$ cat src/sv/mbrp_pkg.sv
`timescale 1ns / 1ps

package mbrp_pkg;

	localparam int unsigned POS_W       = 13;
	localparam int unsigned CFG_W       = 13;
	localparam int unsigned BYTES_W     = 44;
	localparam int unsigned LBA_W       = 32;

	localparam logic [POS_W-1:0] TABLE_FIRST = 13'd446;
	localparam logic [POS_W-1:0] SIG_FIRST   = 13'd510;
	localparam logic [POS_W-1:0] TABLE_LAST  = 13'd511;
	localparam logic [POS_W-1:0] POS_MAX     = 13'd8191;

	localparam logic [7:0] SIG_LO_BYTE = 8'h55;
	localparam logic [7:0] SIG_HI_BYTE = 8'hAA;
	localparam logic [7:0] GPT_TYPE    = 8'hEE;

	// offsets inside one 16-byte table entry
	localparam logic [3:0] ENT_TYPE_OFF = 4'd4;

	typedef enum logic [1:0] {
		ST_MBR_OK    = 2'd0,
		ST_GPT       = 2'd1,
		ST_BAD_SIG   = 2'd2,
		ST_SHORT     = 2'd3
	} status_t;

	typedef enum logic {
		KIND_ENTRY  = 1'b0,
		KIND_STATUS = 1'b1
	} kind_t;

	typedef enum logic [1:0] {
		BS_IDLE,
		BS_SCAN,
		BS_LEN,
		BS_EMIT
	} back_state_t;

	typedef struct packed {
		logic [7:0] data_byte;
		logic       sector_end;
	} in_item_t;

	typedef struct packed {
		logic               record_kind;
		logic [1:0]         status;
		logic [1:0]         entry_index;
		logic [7:0]         part_type;
		logic [BYTES_W-1:0] start_bytes;
		logic [BYTES_W-1:0] length_bytes;
		logic               last_record;
	} out_item_t;

	// one parsed sector handed from front to back
	typedef struct packed {
		status_t              status;
		logic [3:0][7:0]      part_type;
		logic [3:0][3:0][7:0] lba;
		logic [3:0][3:0][7:0] cnt;
	} job_t;

endpackage

$ cat src/sv/mbrp_front.sv
`timescale 1ns / 1ps

module mbrp_front
	import mbrp_pkg::*;
(
	input  logic     clk,
	input  logic     arst_n,
	input  logic     in_valid,
	output logic     in_stall,
	input  in_item_t in_data,
	input  logic     q_full,
	output logic     push,
	output job_t     job
);

	logic [POS_W-1:0]     pos_q;
	logic [3:0][7:0]      type_q;
	logic [3:0][3:0][7:0] lba_q;
	logic [3:0][3:0][7:0] cnt_q;
	logic [7:0]           sig_lo_q;
	logic [7:0]           sig_hi_q;

	logic             accept;
	logic             in_table;
	logic [POS_W-1:0] off_full;
	logic [6:0]       off;
	logic [1:0]       slot;
	logic [3:0]       sub;
	logic [7:0]       sig_hi_eff;

	assign in_stall = q_full;
	assign accept   = in_valid && !q_full;
	assign push     = accept && in_data.sector_end;

	assign in_table = (pos_q >= TABLE_FIRST) && (pos_q <= TABLE_LAST);
	assign off_full = pos_q - TABLE_FIRST;
	assign off      = off_full[6:0];
	assign slot     = off[5:4];
	assign sub      = off[3:0];

	always_ff @(posedge clk or negedge arst_n) begin
		if (!arst_n) begin
			pos_q <= '0;
		end else if (accept) begin
			if (in_data.sector_end) begin
				pos_q <= '0;
			end else if (pos_q != POS_MAX) begin
				pos_q <= pos_q + 1'b1;
			end
		end
	end

	always_ff @(posedge clk) begin
		if (accept && in_table) begin
			if (!off[6]) begin
				if (sub == ENT_TYPE_OFF) begin
					type_q[slot] <= in_data.data_byte;
				end
				if (sub[3:2] == 2'b10) begin
					lba_q[slot][sub[1:0]] <= in_data.data_byte;
				end
				if (sub[3:2] == 2'b11) begin
					cnt_q[slot][sub[1:0]] <= in_data.data_byte;
				end
			end else if (!off[0]) begin
				sig_lo_q <= in_data.data_byte;
			end else begin
				sig_hi_q <= in_data.data_byte;
			end
		end
	end

	// last signature byte may be the one arriving now
	assign sig_hi_eff = (pos_q == TABLE_LAST) ? in_data.data_byte : sig_hi_q;

	always_comb begin
		job.part_type = type_q;
		job.lba       = lba_q;
		job.cnt       = cnt_q;
		if (pos_q < TABLE_LAST) begin
			job.status = ST_SHORT;
		end else if (sig_lo_q != SIG_LO_BYTE || sig_hi_eff != SIG_HI_BYTE) begin
			job.status = ST_BAD_SIG;
		end else if (type_q[0] == GPT_TYPE) begin
			job.status = ST_GPT;
		end else begin
			job.status = ST_MBR_OK;
		end
	end

endmodule

$ cat src/sv/mbrp_queue.sv
`timescale 1ns / 1ps

module mbrp_queue
	import mbrp_pkg::*;
(
	input  logic clk,
	input  logic arst_n,
	input  logic push,
	input  job_t push_job,
	input  logic pop,
	output logic full,
	output logic empty,
	output job_t head
);

	job_t       mem_q [2];
	logic       wr_ptr_q;
	logic       rd_ptr_q;
	logic [1:0] count_q;

	assign full  = (count_q == 2'd2);
	assign empty = (count_q == 2'd0);
	assign head  = mem_q[rd_ptr_q];

	always_ff @(posedge clk) begin
		if (push) begin
			mem_q[wr_ptr_q] <= push_job;
		end
	end

	always_ff @(posedge clk or negedge arst_n) begin
		if (!arst_n) begin
			wr_ptr_q <= 1'b0;
			rd_ptr_q <= 1'b0;
			count_q  <= '0;
		end else begin
			if (push) begin
				wr_ptr_q <= !wr_ptr_q;
			end
			if (pop) begin
				rd_ptr_q <= !rd_ptr_q;
			end
			case ({push, pop})
				2'b10:   count_q <= count_q + 1'b1;
				2'b01:   count_q <= count_q - 1'b1;
				default: count_q <= count_q;
			endcase
		end
	end

	a_no_overflow: assert property (@(posedge clk) disable iff (!arst_n)
		full |-> !push)
		else $error("queue written while full");

	a_no_underflow: assert property (@(posedge clk) disable iff (!arst_n)
		empty |-> !pop)
		else $error("queue read while empty");

endmodule

$ cat src/sv/mbrp_back.sv
`timescale 1ns / 1ps

module mbrp_back
	import mbrp_pkg::*;
#(
	parameter int unsigned MAX_SECTOR_BYTES = 4096
) (
	input  logic             clk,
	input  logic             arst_n,
	input  logic             q_empty,
	input  job_t             job,
	output logic             pop,
	input  logic [CFG_W-1:0] sector_bytes,
	output logic             out_valid,
	input  logic             out_stall,
	output out_item_t        out_data
);

	localparam int unsigned SS_W   = $clog2(MAX_SECTOR_BYTES + 1);
	localparam int unsigned PROD_W = LBA_W + SS_W;

	back_state_t        state_q;
	back_state_t        state_d;
	logic [1:0]         slot_q;
	logic               done_q;
	logic [BYTES_W-1:0] start_q;
	out_item_t          rec_q;

	logic [SS_W-1:0]   ss;
	logic [LBA_W-1:0]  mul_a;
	logic [PROD_W-1:0] prod;
	logic [7:0]        cur_type;
	logic              emit_status;
	logic              out_take;
	logic              advance;

	assign ss = (sector_bytes > CFG_W'(MAX_SECTOR_BYTES)) ? SS_W'(MAX_SECTOR_BYTES)
	                                                      : SS_W'(sector_bytes);
	// one multiplier shared between start and length
	assign mul_a    = (state_q == BS_LEN) ? job.cnt[slot_q] : job.lba[slot_q];
	assign prod     = PROD_W'(mul_a) * PROD_W'(ss);
	assign cur_type = job.part_type[slot_q];

	assign emit_status = (job.status != ST_MBR_OK) || done_q;
	assign out_valid   = (state_q == BS_EMIT);
	assign out_take    = out_valid && !out_stall;
	assign out_data    = rec_q;

	always_comb begin
		state_d = state_q;
		case (state_q)
			BS_IDLE: begin
				if (!q_empty) begin
					state_d = BS_SCAN;
				end
			end
			BS_SCAN: begin
				if (emit_status) begin
					state_d = BS_EMIT;
				end else if (cur_type != 8'd0) begin
					state_d = BS_LEN;
				end
			end
			BS_LEN: begin
				state_d = BS_EMIT;
			end
			BS_EMIT: begin
				if (out_take) begin
					state_d = rec_q.last_record ? BS_IDLE : BS_SCAN;
				end
			end
			default: begin
				state_d = BS_IDLE;
			end
		endcase
	end

	always_comb begin
		pop     = 1'b0;
		advance = 1'b0;
		case (state_q)
			BS_SCAN: begin
				advance = !emit_status && (cur_type == 8'd0);
			end
			BS_EMIT: begin
				pop     = out_take && rec_q.last_record;
				advance = out_take && !rec_q.last_record;
			end
			default: begin
				pop     = 1'b0;
				advance = 1'b0;
			end
		endcase
	end

	always_ff @(posedge clk or negedge arst_n) begin
		if (!arst_n) begin
			state_q <= BS_IDLE;
			slot_q  <= '0;
			done_q  <= 1'b0;
		end else begin
			state_q <= state_d;
			if (state_q == BS_IDLE) begin
				slot_q <= '0;
				done_q <= 1'b0;
			end else if (advance) begin
				if (slot_q == 2'd3) begin
					done_q <= 1'b1;
				end else begin
					slot_q <= slot_q + 1'b1;
				end
			end
		end
	end

	always_ff @(posedge clk) begin
		if (state_q == BS_SCAN) begin
			start_q <= BYTES_W'(prod);
			if (emit_status) begin
				rec_q.record_kind  <= KIND_STATUS;
				rec_q.status       <= job.status;
				rec_q.entry_index  <= '0;
				rec_q.part_type    <= '0;
				rec_q.start_bytes  <= '0;
				rec_q.length_bytes <= '0;
				rec_q.last_record  <= 1'b1;
			end
		end
		if (state_q == BS_LEN) begin
			rec_q.record_kind  <= KIND_ENTRY;
			rec_q.status       <= ST_MBR_OK;
			rec_q.entry_index  <= slot_q;
			rec_q.part_type    <= cur_type;
			rec_q.start_bytes  <= start_q;
			rec_q.length_bytes <= BYTES_W'(prod);
			rec_q.last_record  <= 1'b0;
		end
	end

	a_entry_only_ok: assert property (@(posedge clk) disable iff (!arst_n)
		(out_valid && out_data.record_kind == KIND_ENTRY)
			|-> (job.status == ST_MBR_OK && !out_data.last_record))
		else $error("entry record for a sector that is not a plain mbr");

	a_last_is_status: assert property (@(posedge clk) disable iff (!arst_n)
		(out_valid && out_data.last_record) |-> (out_data.record_kind == KIND_STATUS))
		else $error("last record is not a status record");

	a_pop_ends_run: assert property (@(posedge clk) disable iff (!arst_n)
		pop |=> (state_q == BS_IDLE))
		else $error("back end kept working after releasing its sector");

endmodule

$ cat src/sv/mbr_partition_table_parser.sv
`timescale 1ns / 1ps

// mbr partition table parser
// in channel: one sector byte per request (in_data.data_byte), with
// in_data.sector_end on the last byte; accepted when in_valid and !in_stall.
// out channel: records in out_data, taken when out_valid and !out_stall.
// for a plain mbr one record per nonzero-type slot, then a status record
// with last_record set; otherwise only the status record.
// cfg channel: cfg_data sets bytes per sector; cfg_ready is always high.
// throughput: one byte per cycle. the front stores the table and hands each
// finished sector to a two-deep queue, so it stalls only while the queue
// holds two sectors, the one the back end works on and the next one.
// steps: with the back end idle, a finished sector is queued, the back end leaves
// idle for its scan state and a status-only result is registered for emit; an entry
// record passes scan and len (start and length share one 32 x 13 multiplier),
// an empty slot is skipped in scan, and the final status record passes scan and emit.
// while out_stall is high the current record holds on out_data.
// reset clears the byte position, the queue and the back-end state and sets
// the sector size to 512 bytes.
module mbr_partition_table_parser
	import mbrp_pkg::*;
#(
	parameter int unsigned MAX_SECTOR_BYTES = 4096
) (
	input  logic             clk,
	input  logic             arst_n,
	input  logic             in_valid,
	output logic             in_stall,
	input  in_item_t         in_data,
	output logic             out_valid,
	input  logic             out_stall,
	output out_item_t        out_data,
	input  logic             cfg_valid,
	output logic             cfg_ready,
	input  logic [CFG_W-1:0] cfg_data
);

	logic [CFG_W-1:0] sector_bytes_q;
	logic             push;
	logic             pop;
	logic             q_full;
	logic             q_empty;
	job_t             push_job;
	job_t             head_job;

	assign cfg_ready = 1'b1;

	always_ff @(posedge clk or negedge arst_n) begin
		if (!arst_n) begin
			sector_bytes_q <= CFG_W'(512);
		end else if (cfg_valid && cfg_ready) begin
			sector_bytes_q <= cfg_data;
		end
	end

	mbrp_front u_front (
		.clk      (clk),
		.arst_n   (arst_n),
		.in_valid (in_valid),
		.in_stall (in_stall),
		.in_data  (in_data),
		.q_full   (q_full),
		.push     (push),
		.job      (push_job)
	);

	mbrp_queue u_queue (
		.clk      (clk),
		.arst_n   (arst_n),
		.push     (push),
		.push_job (push_job),
		.pop      (pop),
		.full     (q_full),
		.empty    (q_empty),
		.head     (head_job)
	);

	mbrp_back #(
		.MAX_SECTOR_BYTES (MAX_SECTOR_BYTES)
	) u_back (
		.clk          (clk),
		.arst_n       (arst_n),
		.q_empty      (q_empty),
		.job          (head_job),
		.pop          (pop),
		.sector_bytes (sector_bytes_q),
		.out_valid    (out_valid),
		.out_stall    (out_stall),
		.out_data     (out_data)
	);

endmodule

$ cat config.mk
export PLATFORM = sky130hd
export DESIGN_NAME = mbr_partition_table_parser
export DESIGN_NICKNAME = d
export VERILOG_FILES = /design/src/sv/mbrp_pkg.sv /design/src/sv/mbrp_front.sv /design/src/sv/mbrp_queue.sv /design/src/sv/mbrp_back.sv /design/src/sv/mbr_partition_table_parser.sv
export SDC_FILE = /design/constraint.sdc
export NUM_CORES = 2
export LEC_CHECK = 0
export BUFFER_PORTS_ARGS = -buffer_cell sky130_fd_sc_hd__buf_2
export CAP_MARGIN = 10
export CORE_MARGIN = 2
export CORE_UTILIZATION = 40
export CTS_BUF_LIST = sky130_fd_sc_hd__clkbuf_4 sky130_fd_sc_hd__clkbuf_8
export DETAILED_ROUTE_END_ITERATION = 8
export HOLD_SLACK_MARGIN = 0.06
export PLACE_DENSITY = 0.54
export SYNTH_ARGS = -nofsm -noshare
export SYNTH_HDL_FRONTEND = slang
export SYNTH_SLANG_ARGS = --single-unit
$ cat constraint.sdc
create_clock -name clk -period 31.9 [get_ports clk]
set_input_delay 7.975 -clock clk [delete_from_list [all_inputs] [get_ports clk]]
set_output_delay 7.975 -clock clk [all_outputs]
set_load 0.02 [all_outputs]
==> impl_metrics.tcl <==
set metrics [dict create \
    multi_input_area_um2 17510 \
    slew_headroom_pct 27.01 \
    ctsHoldBuffers 0 \
    path_max_fanout 69 \
    antenna_found_initial 3 \
    tns_ns 0 \
    crit_type "input pin to flop" \
    first_global_vias 28717 \
    final_nets 3883 \
    port_buffers 130 \
    syn-num-nets 3681 \
    hpwlAfterDp_um 74980 \
    yosys.area.top_type "edfxtp_1" \
    routed_wl_um 116200 \
    drcViolationCount 0 \
    drt_pass1_iterations 6 \
    post_cts_buffers 0 \
    synth_top_area_share_pct 60.07 \
    mappedNetlistArea_um2 51290 \
    fp.dieW_um 362.1 \
    placementRows 131 \
    crit_path_end_kind "flop" \
    grt_first_pass_wirelength_um 176500 \
    grt_max_degree 165 \
    core_um2 127400 \
    cts.sinks 1064 \
    cts_buffer_depth 3 \
    gr-total-overflow 0 \
    vias 26470 \
    via_per_inst 5.069 \
    worst_pin_slew_ns 1.095 \
    gp_congestion 0.8275 \
    yosysWarnings 0 \
    synth_area_leaders "edfxtp_1 60%, fa_1 13%, mux4_2 7.6%, and2_1 3.1%, inv_1 3.0%" \
    fill_cells 11349 \
    avgSynthCellArea_um2 15.89 \
    io_pins 132 \
    cts_inserted_buffers 168 \
    clkTransAtPathRegs_ns 0.06 \
    status "finished clean" \
    root_buffer "clkbuf_8" \
    pre_cts_ws_ns 19.61 \
    grt_usage_pct 18.17 \
    finClkSkew_ns 0.04732 \
    arrival_ns 11.74 \
    drive_above_1_share_pct 18.61 \
    synth_cell_types 69 \
    cts_htree_levels 4 \
    synth_enable_flop_cells 1026 \
    register_area_um2 31760 \
    fin_ws_ns 20.65 \
    synth-main-ff-cell "edfxtp_1" \
    wl_per_cell_um 22.25 \
    drv.max_cap_violation_count 0 \
    synth-seq-cells 1064 \
    cts_tree "done" \
    drt_iter0_markers 1731 \
    async_reset_ff_share_pct 3.289 \
    fp.dieH_um 362.1 \
    fmax_mhz 88.88 \
    start_util_pct 40.28 \
    syn_inst 3227 \
    placed_area_um2 53880 \
    synth-seq-area-share_pct 61.89 \
    detail-route-antenna-nets 0 \
    critPathRequiredTime_ns 32.39 \
    design_area_um2 57220 \
    start_kind "input pin" \
    clk-insertion-delay-late_ns 0.86 \
    post-route-min-period_ns 11.25 \
    finalCritPeriodShare_pct 35.27 \
    timing.final.hold_violations 0 \
    syn2layout_area_growth_pct 11.56 \
    dieArea_um2 131100 \
    rsz0062_at_grt "no" \
    hp-class "flop to flop" \
    drv_slew 0 \
    setup_viol 0 \
    cts_resized 0 \
]
## cells in the final DEF (no fill, tap or decap), types with 6 or more instances in the layout
cell      netlist  final
nor3_1         10      9
mux2_2         18     18
a21o_1         22     22
xor2_1         28     28
buf_4           3     43
mux4_2        173    173
nor2b_1        26     16
and3_1          8      8
inv_1         408    408
ha_1           98     96
xnor2_1        29     29
a21oi_1        48     47
clkbuf_8        0    174
clkbuf_4        0     58
mux2i_1        11     11
nand3_1        20     20
clkinv_2        0     11
nor2_1        103    102
nor2b_4         0      6
clkinv_1        0     38
fa_1          329    329
buf_2          26    130
o21a_1          8      7
o21ai_1         8      7
a31oi_1        10     10
o21ai_0        22     22
nand2b_1        8      8
dfrtp_1        34     31
nor4bb_1        6      6
edfxtp_1     1026   1026
and2_1        252    251
nand4_1        11     11
nand2_1       296    296
## flip-flops by register name, summed over array words and instances, names as in the netlist
register	cells
u_back.state_q	2
u_back.slot_q	2
sector_bytes_q	13
u_front.job	288
u_queue.mem_q	580
u_queue.count_q	2
u_front.sig_lo_q	8
u_back.done_q	1
u_queue.wr_ptr_q	1
u_front.sig_hi_q	8
u_queue.rd_ptr_q	1
u_front.pos_q	13
u_back.out_data	101
u_back.start_q	44
## per-layer routing
| metal | vias up | share of wire [%] | GRT usage (%) |
|---|---|---|---|
| met5 | - | 0 | 0 |
| met4 | 0 | 2.6 | 6.307 |
| met3 | 178 | 5.1 | 3.474 |
| met2 | 673 | 49 | 30.21 |
| met1 | 13902 | 43 | 23.94 |
| li1 | 11717 | - | - |
## cell families (layout without fill, tap and decap cells)
group	Yosys count	in the layout	synth area share, %
flops	1064	1064	61.89
compound gates	163	163	2.105
simple gates	761	761	7.401
mux	202	202	8.206
buf+inv	552	882	4.183
other cells	1	4	0.007311
xor+xnor	57	57	0.9733
fa+ha+maj	427	427	15.23
## critical path: stages
cell	delay (ns)
buf_2	0.11
and3_1	0.43
and2_4	0.80
buf_4	0.75
buf_4	0.88
buf_4	0.69
## Yosys cell counts (3+ instances only)
cell,instances
a211oi_1,4
a21o_1,22
a21oi_1,48
a22oi_1,5
a31oi_1,10
and2_1,252
and3_1,8
and4_1,4
buf_1,7
buf_2,26
buf_4,3
buf_6,4
clkbuf_1,102
dfrtp_1,34
dfxtp_1,3
edfxtp_1,1026
fa_1,329
ha_1,98
inv_1,408
mux2_2,18
mux2i_1,11
mux4_2,173
nand2_1,296
nand2b_1,8
nand3_1,20
nand4_1,11
nor2_1,103
nor2b_1,26
nor3_1,10
nor3b_1,5
nor4bb_1,6
o211ai_1,5
o21a_1,8
o21ai_0,22
o21ai_1,8
o21bai_1,5
o31ai_1,4
o41ai_2,3
xnor2_1,29
xor2_1,28
## per-stage QoR
stage | hold WS, ns | instances | utilization, %
5_1_grt | 0.4268 | 5221 | 44.93
6_report | 0.4254 | 5222 | 44.93
4_1_cts | 0.4213 | 5219 | 44.93
3_5_place_dp | 0.4290 | 4921 | 42.30
3_3_place_gp | 0.4217 | 4921 | 42.30
2_1_floorplan | 0.4215 | 3227 | -
## cell type report
type,count,area share (%)
multi-input combinational,1611,30.59
tap,1662,3.634
sequential,1064,55.50
timing repair buffer,174,1.736
antenna,3,0.01312
inverter,410,2.689
clock inverter,66,0.8921
clock buffer,232,4.946
## final timing paths
| kind | startpoint | end | slack (ns) | cells after the start |
|---|---|---|---|---|
| max | in_data[0] | u_queue.mem_q[1][103] | 20.65 | 6 |
| min in group asynchronous | arst_n | u_back.done_q | 7.21 | 2 |
| max reg2reg | u_queue.rd_ptr_q | u_back.out_data[42] | 21.61 | 25 |
| min | u_front.job[2] | u_queue.mem_q[1][2] | 0.43 | 0 |
| min reg2reg | u_front.job[2] | u_queue.mem_q[1][2] | 0.43 | 0 |
| max in group asynchronous | arst_n | sector_bytes_q[3] | 24.19 | 2 |
Power is left out: the tool's default activity adds up to more than one toggle a clock period on the data nets, which glitch-free logic cannot reach.
